## src/sv/sha1md_pkg.sv

```systemverilog
`timescale 1ns / 1ps
// ----------------------------------------------------------------------------
// sha1md_pkg
// Types and constants shared by the SHA-1 message digest block.
// ----------------------------------------------------------------------------
package sha1md_pkg;

    localparam int BYTE_W  = 8;
    localparam int WORD_W  = 32;
    localparam int INDEX_W = 3;
    localparam int SLOT_W  = 4;
    localparam int POS_W   = 6;
    localparam int ROUND_W = 7;
    localparam int BCNT_W  = 61;

    localparam logic [WORD_W-1:0] H_INIT [0:4] = '{
        32'h67452301, 32'hEFCDAB89, 32'h98BADCFE, 32'h10325476, 32'hC3D2E1F0
    };

    localparam logic [WORD_W-1:0] K_ROUND_0 = 32'h5A827999;
    localparam logic [WORD_W-1:0] K_ROUND_1 = 32'h6ED9EBA1;
    localparam logic [WORD_W-1:0] K_ROUND_2 = 32'h8F1BBCDC;
    localparam logic [WORD_W-1:0] K_ROUND_3 = 32'hCA62C1D6;

    localparam logic [ROUND_W-1:0] ROUND_LAST    = 7'd79;
    localparam logic [ROUND_W-1:0] ROUND_SCHED   = 7'd16;
    localparam logic [ROUND_W-1:0] ROUND_PHASE_1 = 7'd20;
    localparam logic [ROUND_W-1:0] ROUND_PHASE_2 = 7'd40;
    localparam logic [ROUND_W-1:0] ROUND_PHASE_3 = 7'd60;

    localparam logic [BYTE_W-1:0]  PAD_MARK  = 8'h80;
    localparam logic [POS_W-1:0]   LEN_POS   = 6'd56;
    localparam logic [POS_W-1:0]   POS_LAST  = 6'd63;
    localparam logic [INDEX_W-1:0] WORD_LAST = 3'd4;

    typedef enum logic [2:0] {
        ST_IDLE,
        ST_PAD_MARK,
        ST_PAD_ZERO,
        ST_PAD_LEN,
        ST_LOAD,
        ST_ROUND,
        ST_FINAL,
        ST_OUT
    } state_t;

endpackage

```

## src/sv/sha1_message_digest.sv

```systemverilog
`timescale 1ns / 1ps
// ----------------------------------------------------------------------------
// sha1_message_digest
// Byte-serial SHA-1 engine with padding and a five-word digest stream.
// ----------------------------------------------------------------------------
// Usage:
//   s_ channel: one message byte per request in s_tdata, s_tlast on the final
//   byte. m_ channel: five digest words, H0 first, m_tuser the word index,
//   m_tlast on the fifth word.
//   Ordinary bytes are taken one per cycle while s_tready is high. Each
//   64-byte block is then compressed in ST_LOAD (prime the schedule memory),
//   ST_ROUND (one round per cycle for 80 rounds) and ST_FINAL (the chaining
//   add): the round loop sets the rate. After the final byte, padding is
//   generated one byte per cycle outside compressions (up to 72 bytes), with
//   an idle step before the length bytes and one or two further compressions,
//   then the five words follow, one per cycle while m_tready is high.
//   The schedule lives in a pair of mirrored 16x32 memories, each read at two
//   addresses per cycle with registered data.
//   Reset (aresetn low at a clock edge) loads the initial chaining words and
//   clears the byte position and length; the memories need no clearing.
//   s_tready is low during padding, while a block compresses and while digest
//   words wait; a stalled receiver holds the current word, and the next message
//   starts once the fifth word is taken.
// ----------------------------------------------------------------------------
module sha1_message_digest (
    input  logic                            aclk,
    input  logic                            aresetn,
    input  logic                            s_tvalid,
    output logic                            s_tready,
    input  logic [sha1md_pkg::BYTE_W-1:0]   s_tdata,   // [7:0] data_byte
    input  logic                            s_tlast,
    output logic                            m_tvalid,
    input  logic                            m_tready,
    output logic [sha1md_pkg::WORD_W-1:0]   m_tdata,   // [31:0] digest_word
    output logic [sha1md_pkg::INDEX_W-1:0]  m_tuser,   // [2:0] word_index
    output logic                            m_tlast
);
    import sha1md_pkg::*;

    state_t              state_reg, state_next;
    state_t              ret_reg, ret_next;
    logic [POS_W-1:0]    pos_reg, pos_next;
    logic [BCNT_W-1:0]   bcnt_reg, bcnt_next;
    logic [ROUND_W-1:0]  round_reg, round_next;
    logic [WORD_W-1:0]   acc_reg, acc_next;
    logic [WORD_W-1:0]   hash_reg [0:4];
    logic [WORD_W-1:0]   hash_next [0:4];
    logic [WORD_W-1:0]   wk_reg [0:4];
    logic [WORD_W-1:0]   wk_next [0:4];
    logic                m_valid_reg, m_valid_next;
    logic [WORD_W-1:0]   m_word_reg, m_word_next;
    logic [INDEX_W-1:0]  m_idx_reg, m_idx_next;

    logic [WORD_W-1:0]   buf_a [0:15];
    logic [WORD_W-1:0]   buf_b [0:15];
    logic [WORD_W-1:0]   rd_a0_reg, rd_a1_reg, rd_b0_reg, rd_b1_reg;
    logic [SLOT_W-1:0]   ra0, ra1, rb0, rb1;
    logic                mem_we;
    logic [SLOT_W-1:0]   mem_waddr;
    logic [WORD_W-1:0]   mem_wdata;

    logic                put_en;
    logic [BYTE_W-1:0]   put_byte;
    logic [63:0]         bit_len;
    logic [WORD_W-1:0]   sched_w, round_w, round_f, round_k, round_t;
    logic [SLOT_W-1:0]   next_slot;

    assign s_tready = (state_reg == ST_IDLE);
    assign m_tvalid = m_valid_reg;
    assign m_tdata  = m_word_reg;
    assign m_tuser  = m_idx_reg;
    assign m_tlast  = (m_idx_reg == WORD_LAST);
    assign bit_len  = {bcnt_reg, 3'b000};

    always_ff @(posedge aclk) begin
        if (!aresetn) begin
            state_reg   <= ST_IDLE;
            ret_reg     <= ST_IDLE;
            pos_reg     <= '0;
            bcnt_reg    <= '0;
            round_reg   <= '0;
            m_valid_reg <= 1'b0;
            m_idx_reg   <= '0;
            for (int i = 0; i < 5; i++) begin
                hash_reg[i] <= H_INIT[i];
            end
        end else begin
            state_reg   <= state_next;
            ret_reg     <= ret_next;
            pos_reg     <= pos_next;
            bcnt_reg    <= bcnt_next;
            round_reg   <= round_next;
            m_valid_reg <= m_valid_next;
            m_idx_reg   <= m_idx_next;
            for (int i = 0; i < 5; i++) begin
                hash_reg[i] <= hash_next[i];
            end
        end
    end

    always_ff @(posedge aclk) begin
        acc_reg    <= acc_next;
        m_word_reg <= m_word_next;
        for (int i = 0; i < 5; i++) begin
            wk_reg[i] <= wk_next[i];
        end
    end

    // schedule memories: mirrored contents, two registered reads each
    always_ff @(posedge aclk) begin
        if (mem_we) begin
            buf_a[mem_waddr] <= mem_wdata;
            buf_b[mem_waddr] <= mem_wdata;
        end
        rd_a0_reg <= buf_a[ra0];
        rd_a1_reg <= buf_a[ra1];
        rd_b0_reg <= buf_b[rb0];
        rd_b1_reg <= buf_b[rb1];
    end

    always_comb begin
        sched_w = rd_b1_reg ^ rd_b0_reg ^ rd_a1_reg ^ rd_a0_reg;
        round_w = (round_reg < ROUND_SCHED) ? rd_a0_reg : {sched_w[30:0], sched_w[31]};
        if (round_reg < ROUND_PHASE_1) begin
            round_f = (wk_reg[1] & wk_reg[2]) | (~wk_reg[1] & wk_reg[3]);
            round_k = K_ROUND_0;
        end else if (round_reg < ROUND_PHASE_2) begin
            round_f = wk_reg[1] ^ wk_reg[2] ^ wk_reg[3];
            round_k = K_ROUND_1;
        end else if (round_reg < ROUND_PHASE_3) begin
            round_f = (wk_reg[1] & wk_reg[2]) | (wk_reg[1] & wk_reg[3])
                    | (wk_reg[2] & wk_reg[3]);
            round_k = K_ROUND_2;
        end else begin
            round_f = wk_reg[1] ^ wk_reg[2] ^ wk_reg[3];
            round_k = K_ROUND_3;
        end
        round_t = {wk_reg[0][26:0], wk_reg[0][31:27]} + round_f + wk_reg[4]
                + round_w + round_k;
    end

    always_comb begin
        state_next   = state_reg;
        ret_next     = ret_reg;
        pos_next     = pos_reg;
        bcnt_next    = bcnt_reg;
        round_next   = round_reg;
        acc_next     = acc_reg;
        m_valid_next = m_valid_reg;
        m_word_next  = m_word_reg;
        m_idx_next   = m_idx_reg;
        for (int i = 0; i < 5; i++) begin
            hash_next[i] = hash_reg[i];
            wk_next[i]   = wk_reg[i];
        end
        put_en    = 1'b0;
        put_byte  = '0;
        mem_we    = 1'b0;
        mem_waddr = pos_reg[5:2];
        mem_wdata = {acc_reg[23:0], put_byte};
        next_slot = (state_reg == ST_ROUND) ? (round_reg[3:0] + 4'd1) : '0;
        ra0       = next_slot;
        ra1       = next_slot + 4'd2;
        rb0       = next_slot + 4'd8;
        rb1       = next_slot + 4'd13;

        case (state_reg)
            ST_IDLE: begin
                if (s_tvalid) begin
                    put_en     = 1'b1;
                    put_byte   = s_tdata;
                    bcnt_next  = bcnt_reg + 61'd1;
                    state_next = s_tlast ? ST_PAD_MARK : ST_IDLE;
                    ret_next   = s_tlast ? ST_PAD_MARK : ST_IDLE;
                end
            end
            ST_PAD_MARK: begin
                put_en     = 1'b1;
                put_byte   = PAD_MARK;
                state_next = ST_PAD_ZERO;
                ret_next   = ST_PAD_ZERO;
            end
            ST_PAD_ZERO: begin
                if (pos_reg == LEN_POS) begin
                    state_next = ST_PAD_LEN;
                end else begin
                    put_en   = 1'b1;
                    put_byte = '0;
                    ret_next = ST_PAD_ZERO;
                end
            end
            ST_PAD_LEN: begin
                put_en   = 1'b1;
                put_byte = bit_len[{3'd7 - pos_reg[2:0], 3'b000} +: 8];
                ret_next = ST_OUT;
            end
            ST_LOAD: begin
                for (int i = 0; i < 5; i++) begin
                    wk_next[i] = hash_reg[i];
                end
                round_next = '0;
                state_next = ST_ROUND;
            end
            ST_ROUND: begin
                wk_next[4] = wk_reg[3];
                wk_next[3] = wk_reg[2];
                wk_next[2] = {wk_reg[1][1:0], wk_reg[1][31:2]};
                wk_next[1] = wk_reg[0];
                wk_next[0] = round_t;
                if (round_reg >= ROUND_SCHED) begin
                    mem_we    = 1'b1;
                    mem_waddr = round_reg[3:0];
                    mem_wdata = round_w;
                end
                if (round_reg == ROUND_LAST) begin
                    round_next = '0;
                    state_next = ST_FINAL;
                end else begin
                    round_next = round_reg + 7'd1;
                end
            end
            ST_FINAL: begin
                for (int i = 0; i < 5; i++) begin
                    hash_next[i] = hash_reg[i] + wk_reg[i];
                end
                state_next = ret_reg;
                if (ret_reg == ST_OUT) begin
                    m_valid_next = 1'b1;
                    m_word_next  = hash_reg[0] + wk_reg[0];
                    m_idx_next   = '0;
                end
            end
            ST_OUT: begin
                if (m_tready) begin
                    if (m_idx_reg == WORD_LAST) begin
                        m_valid_next = 1'b0;
                        m_idx_next   = '0;
                        pos_next     = '0;
                        bcnt_next    = '0;
                        state_next   = ST_IDLE;
                        ret_next     = ST_IDLE;
                        for (int i = 0; i < 5; i++) begin
                            hash_next[i] = H_INIT[i];
                        end
                    end else begin
                        m_idx_next  = m_idx_reg + 3'd1;
                        m_word_next = hash_reg[m_idx_reg + 3'd1];
                    end
                end
            end
            default: begin
                state_next = ST_IDLE;
            end
        endcase

        // pack each request or padding byte big-endian; a full block starts compression
        if (put_en) begin
            acc_next  = {acc_reg[23:0], put_byte};
            pos_next  = pos_reg + 6'd1;
            mem_wdata = {acc_reg[23:0], put_byte};
            mem_waddr = pos_reg[5:2];
            mem_we    = (pos_reg[1:0] == 2'b11);
            if (pos_reg == POS_LAST) begin
                state_next = ST_LOAD;
            end
        end
    end

`ifndef SYNTHESIS
    a_out_only_in_out_state: assert property (@(posedge aclk) disable iff (!aresetn)
        m_tvalid |-> (state_reg == ST_OUT))
        else $error("digest word presented outside output phase");

    a_no_input_while_output: assert property (@(posedge aclk) disable iff (!aresetn)
        !(s_tready && m_tvalid))
        else $error("request accepted while digest words pending");

    a_round_idle_zero: assert property (@(posedge aclk) disable iff (!aresetn)
        (state_reg != ST_ROUND) |-> (round_reg == '0))
        else $error("round counter not cleared outside compression");

    a_restart_after_digest: assert property (@(posedge aclk) disable iff (!aresetn)
        (m_tvalid && m_tready && m_tlast) |=>
            (pos_reg == '0 && bcnt_reg == '0 && s_tready && !m_tvalid))
        else $error("engine not restarted after final digest word");
`endif

endmodule

```

## config.mk

```make
export PLATFORM = sky130hd
export DESIGN_NAME = sha1_message_digest
export DESIGN_NICKNAME = d
export VERILOG_FILES = /design/src/sv/sha1md_pkg.sv /design/src/sv/sha1_message_digest.sv
export SDC_FILE = /design/constraint.sdc
export NUM_CORES = 2
export LEC_CHECK = 0
export BUFFER_PORTS_ARGS = -buffer_cell sky130_fd_sc_hd__clkbuf_2
export CAP_MARGIN = 5
export CORE_UTILIZATION = 41
export CTS_CLUSTER_DIAMETER = 200
export DETAILED_ROUTE_END_ITERATION = 8
export GPL_TIMING_DRIVEN = 1
export RECOVER_POWER = 50
export SETUP_SLACK_MARGIN = 0.3
export SYNTH_ARGS = -nofsm -noshare
export SYNTH_HDL_FRONTEND = slang
export SYNTH_SLANG_ARGS = --single-unit
export TNS_END_PERCENT = 50
```

## constraint.sdc

```tcl
create_clock -name aclk -period 14.6 [get_ports aclk]
set_input_delay 0 -clock aclk [delete_from_list [all_inputs] [get_ports aclk]]
set_output_delay 0 -clock aclk [all_outputs]
set_load 0.05 [all_outputs]
```

==> tab_implementation.tex <==
\begin{tabular}{lr}
\hline
Metric & Value \\
\hline
\multicolumn{2}{l}{\textbf{Yosys}} \\
Synthesized area divided by synthesized cell count & 9.78 sq um \\
Complex-gate fraction of the synthesized area & 12.1\% \\
Post-Syn Instances & $\sim$6700 \\
Cell taking the most area after synthesis & edfxtp\_1 \\
Share of synthesized area spent on multiplexers & 8.76\% \\
Post-synth design cell area & $\sim$65000 sq um \\
Most frequent cells after synthesis & nand2\_1, edfxtp\_1, dfxtp\_1, nor2\_1, clkbuf\_1 \\
Area share of the largest cell type after synthesis & 33.5\% \\
\#FFs+latches synth & 1100 \\
Number of distinct library cell variants in the gate-level netlist after synthesis & 89 \\
Sequential-to-total area share from yosys stat & roughly 45\% \\
Xor/xnor cell area share of the yosys netlist & $\sim$4.1\% \\
Largest family of logic cells by synthesized area & simple AND/OR/NAND/NOR gates \\
Asr flop ratio synth & 0\% \\
Share of synthesized cell area in full adder, half adder and majority cells & slightly above 8\% \\
Top post-synthesis cells by area & edfxtp\_1, dfxtp\_1, nand2\_1 \\
Number of enable flip-flop cells after synthesis & approximately 730 \\
Net count of the mapped netlist & about 7000 \\
Simple-gate area share of the yosys netlist & a little under a fifth \\
Most common flop cell mapped by yosys & edfxtp\_1 \\
Count leader, synth & nand2\_1 \\
Total number of yosys warnings & 0 \\
\multicolumn{2}{l}{\textbf{Floorplanning}} \\
Top-level port count & 51 \\
Die width & 401 um \\
Core footprint & around 160000 sq um \\
Initial Utilization & around two fifths \\
Placement row count & about 150 \\
Chip height & roughly 400 um \\
DIE AREA & roughly 160000 sq um \\
\multicolumn{2}{l}{\textbf{Worst setup path}} \\
Worst-case register-to-register setup slack & 4.39 ns \\
Critical path startpoint & state\_reg[1] \\
Startpoint of the worst register-to-register path & state\_reg[1] \\
Crit path launch type & register \\
Crit Path Max Fanout & 75 \\
Worst setup path class & reg2reg \\
Type of element capturing the critical path & register \\
Data required time at the worst endpoint & 14.98 ns \\
Endpoint of the worst-slack reg-to-reg timing path & wk\_reg[0][28] \\
Arrival time reported for the critical path endpoint & 10.59 ns \\
Worst Reg2Reg Path Length in Cells & 7 \\
\multicolumn{2}{l}{\textbf{Layout}} \\
Layout fillers & about 15000 \\
Number of flip-flops in the largest register & between 500 and 600 \\
Final design instance area without fill & a little over 70000 sq um \\
Register Area & between 20000 and 30000 sq um \\
Multi-input combinational cell area & roughly 34000 sq um \\
Fraction of final layout cells sized beyond drive strength 1 & between 8 and 9\% \\
Post-layout nets & 6913 \\
Synth-to-Final Area Change & 9.89\% \\
\multicolumn{2}{l}{\textbf{Pwr}} \\
Switching share of total power & $\sim$22\% \\
Part of the total power dissipated in the clock network & between 40\% and 50\% \\
Cell Int Power & 5270 uW \\
Proportion of power drawn by combinational gates & 2.4\% \\
Power per unit of standard cell area & 94.3 nW/um\^{}2 \\
Fraction of power consumed by sequential logic & between 40\% and 50\% \\
Static leakage power & 0.0273 uW \\
Worst IR Drop VDD & 0.112 mV \\
Switching power summed over all nets & $\sim$1500 uW \\
\multicolumn{2}{l}{\textbf{Route}} \\
Detailed-route wire length per cell & between 20 and 25 um \\
Remaining design rule violation count & 0 \\
Total wire length after detailed routing & roughly 210000 um \\
Number of vias in the routed layout & between 50000 and 60000 \\
Number of nets still failing antenna checks after routing & 0 \\
Amount of wire on met3 after detailed routing & roughly 19000 um \\
Total routed wire length on the met1 layer & about 87000 um \\
First drt pass iteration count & 6 \\
Highest routing layer actually used & met5 \\
Violation count after the first detailed-routing iteration & about 5600 \\
Vias per cell & about 6 \\
Metal2 WL & 97100 um \\
\multicolumn{2}{l}{\textbf{CTS}} \\
Clock buffer count from CTS & between 100 and 150 \\
Clk pin slew, worst setup/hold paths & approximately 0.06 ns \\
Root buffer cell & clkbuf\_16 \\
Clock Path Buffers & 3 \\
CTS tree & done \\
Depth of the CTS H-tree & 3 \\
Sink count of the clock tree & between 1000 and 1500 \\
Clock latency on the worst-skew pair & $\sim$0.8 ns \\
Resize count post-CTS & 0 \\
\multicolumn{2}{l}{\textbf{GRT}} \\
Initial antenna violation count & 8 \\
Global-route wire length before repair & between 300000 and 400000 um \\
Global router's overall resource usage & between 20\% and 30\% \\
Global-route congestion overflow total & 0 \\
Vias in the first global route & $\sim$49000 \\
Maximum number of pins on one net before global-route repair & approximately 180 \\
\multicolumn{2}{l}{\textbf{Timing}} \\
Number of pins exceeding their max-slew limit in the final report & $\sim$1100 \\
Final hold viol count & 0 \\
Accumulated negative setup slack & 0 ns \\
Setup-violating endpoint count in the final report & 0 \\
Setup Skew & 0.0795 ns \\
Slew of the pin with the lowest slew margin & between 3 and 4 ns \\
Minimum period implied by the final worst setup slack & around 10 ns \\
Share of the clock period used by the worst path after layout & between 60\% and 70\% \\
Setup repair after global routing missed its margin & false \\
Maximum clock frequency & 97.9 MHz \\
Final WS setup & around 4.4 ns \\
Relative slew slack & -166\% \\
\multicolumn{2}{l}{\textbf{Placement}} \\
Area after DPL & between 60000 and 70000 sq um \\
Estimated wirelength of the detail-placed design & about 140000 um \\
Worst setup slack before clock tree synthesis & between 7 and 8 ns \\
Final estimated routing congestion in global placement & a little under 1 \\
Port-buffer cells & 50 \\
\multicolumn{2}{l}{\textbf{Run status}} \\
Violations in the final reports & max-capacitance violations, max-slew violations \\
Status & complete, but fails checks \\
\multicolumn{2}{l}{\textbf{Worst hold path}} \\
Type of the worst min-delay path & in2reg \\
Destination of the worst hold path & state\_reg[0] \\
Hold Crit Start & s\_tlast \\
Count of cells along the worst hold path & 4 \\
\multicolumn{2}{l}{\textbf{Flow run}} \\
Reported max-cap violation count & 22 \\
\hline
\end{tabular}
area by class of cell:
type / count / area share (%)
clock buffer: 156 / 4.60
sequential: 1100 / 40.8
multi-input combinational: 4943 / 47.1
clock inverter: 73 / 1.24
antenna: 1 / 0.00349
timing repair buffer: 153 / 1.35
tap: 2072 / 3.61
inverter: 228 / 1.22
placed cells by master, fill, tap and decap left out, drive strengths merged, types with 48 or more instances in the layout:
cell type  count
o21ai        241
inv          229
xnor2        201
clkbuf       228
a21o          95
nor3          50
and3         160
a311oi       162
nor2b         59
fa           125
mux2i        106
a31oi        124
ha           229
nor2         345
dfxtp        372
xor2         101
o22ai         48
buf           68
nand2       1686
mux4         205
nand3        317
edfxtp       728
a21oi        289
cells by family (layout without fill, tap and decap cells):
family	after synthesis	in the layout
simple gates	2763	2763
compound gates	1209	1209
flops	1100	1100
buf+inv	635	610
fa+ha+maj	354	354
mux	315	315
xor+xnor	302	302
other cells	0	1
layer usage:
layer / vias to the layer above / global-route usage (%)
met1: 25600 / 34.5
met4: 14 / 11.4
li1: 23700 / -
met2: 2516 / 41.5
met5: - / 0
met3: 526 / 4.80
critical path, cell delays in order, from the launching register on:
cell and delay [ns]:
dfxtp_1 0.72, nand2b_1 0.48, clkinvlp_2 2.29, nand2_1 2.89
clkbuf_1 2.63, o21ai_0 0.41, a21oi_1 0.25, o41ai_1 0.11
repair_timing:
item | CTS | global route
setup endpoints to repair | 0 | 0
hold endpoints to repair | 46 | 0
hold buffers | 13 | 0
setup buffers | 0 | 0
how the worst max path moves through the flow:
stage	endpoint	slack (ns)	cells after the start
6_report	wk_reg[0][28]	4.39	7
5_1_grt	wk_reg[0][28]	3.65	7
4_1_cts	wk_reg[0][29]	7.68	25
3_5_place_dp	wk_reg[0][29]	7.71	25
3_3_place_gp	wk_reg[0][29]	7.88	25
2_1_floorplan	rd_b1_reg[11]	7.48	14
metrics by stage:
stage | hold slack [ns] | instances | power [uW] | utilization [%]
after global placement | 0.332 | 8480 | 3580 | 42.7
after global routing | 0.138 | 8725 | 6940 | 45.4
after CTS | 0.0754 | 8722 | 6810 | 45.4
after floorplan | 0.156 | 6678 | 3510 | -
after detailed placement | 0.356 | 8480 | 3590 | 42.7
final | 0.141 | 8726 | 6760 | 45.4
power groups by stage:
| stage | Sequential (uW) | Combinational, uW | Clock [uW] |
|---|---|---|---|
| after floorplan | 3410 | 100 | 0 |
| after global placement | 3430 | 157 | 0 |
| after detailed placement | 3430 | 160 | 0 |
| after CTS | 3360 | 163 | 3290 |
| after global routing | 3360 | 177 | 3400 |
| final | 3360 | 162 | 3240 |
No activity file was read; power rests on OpenSTA's default activity.
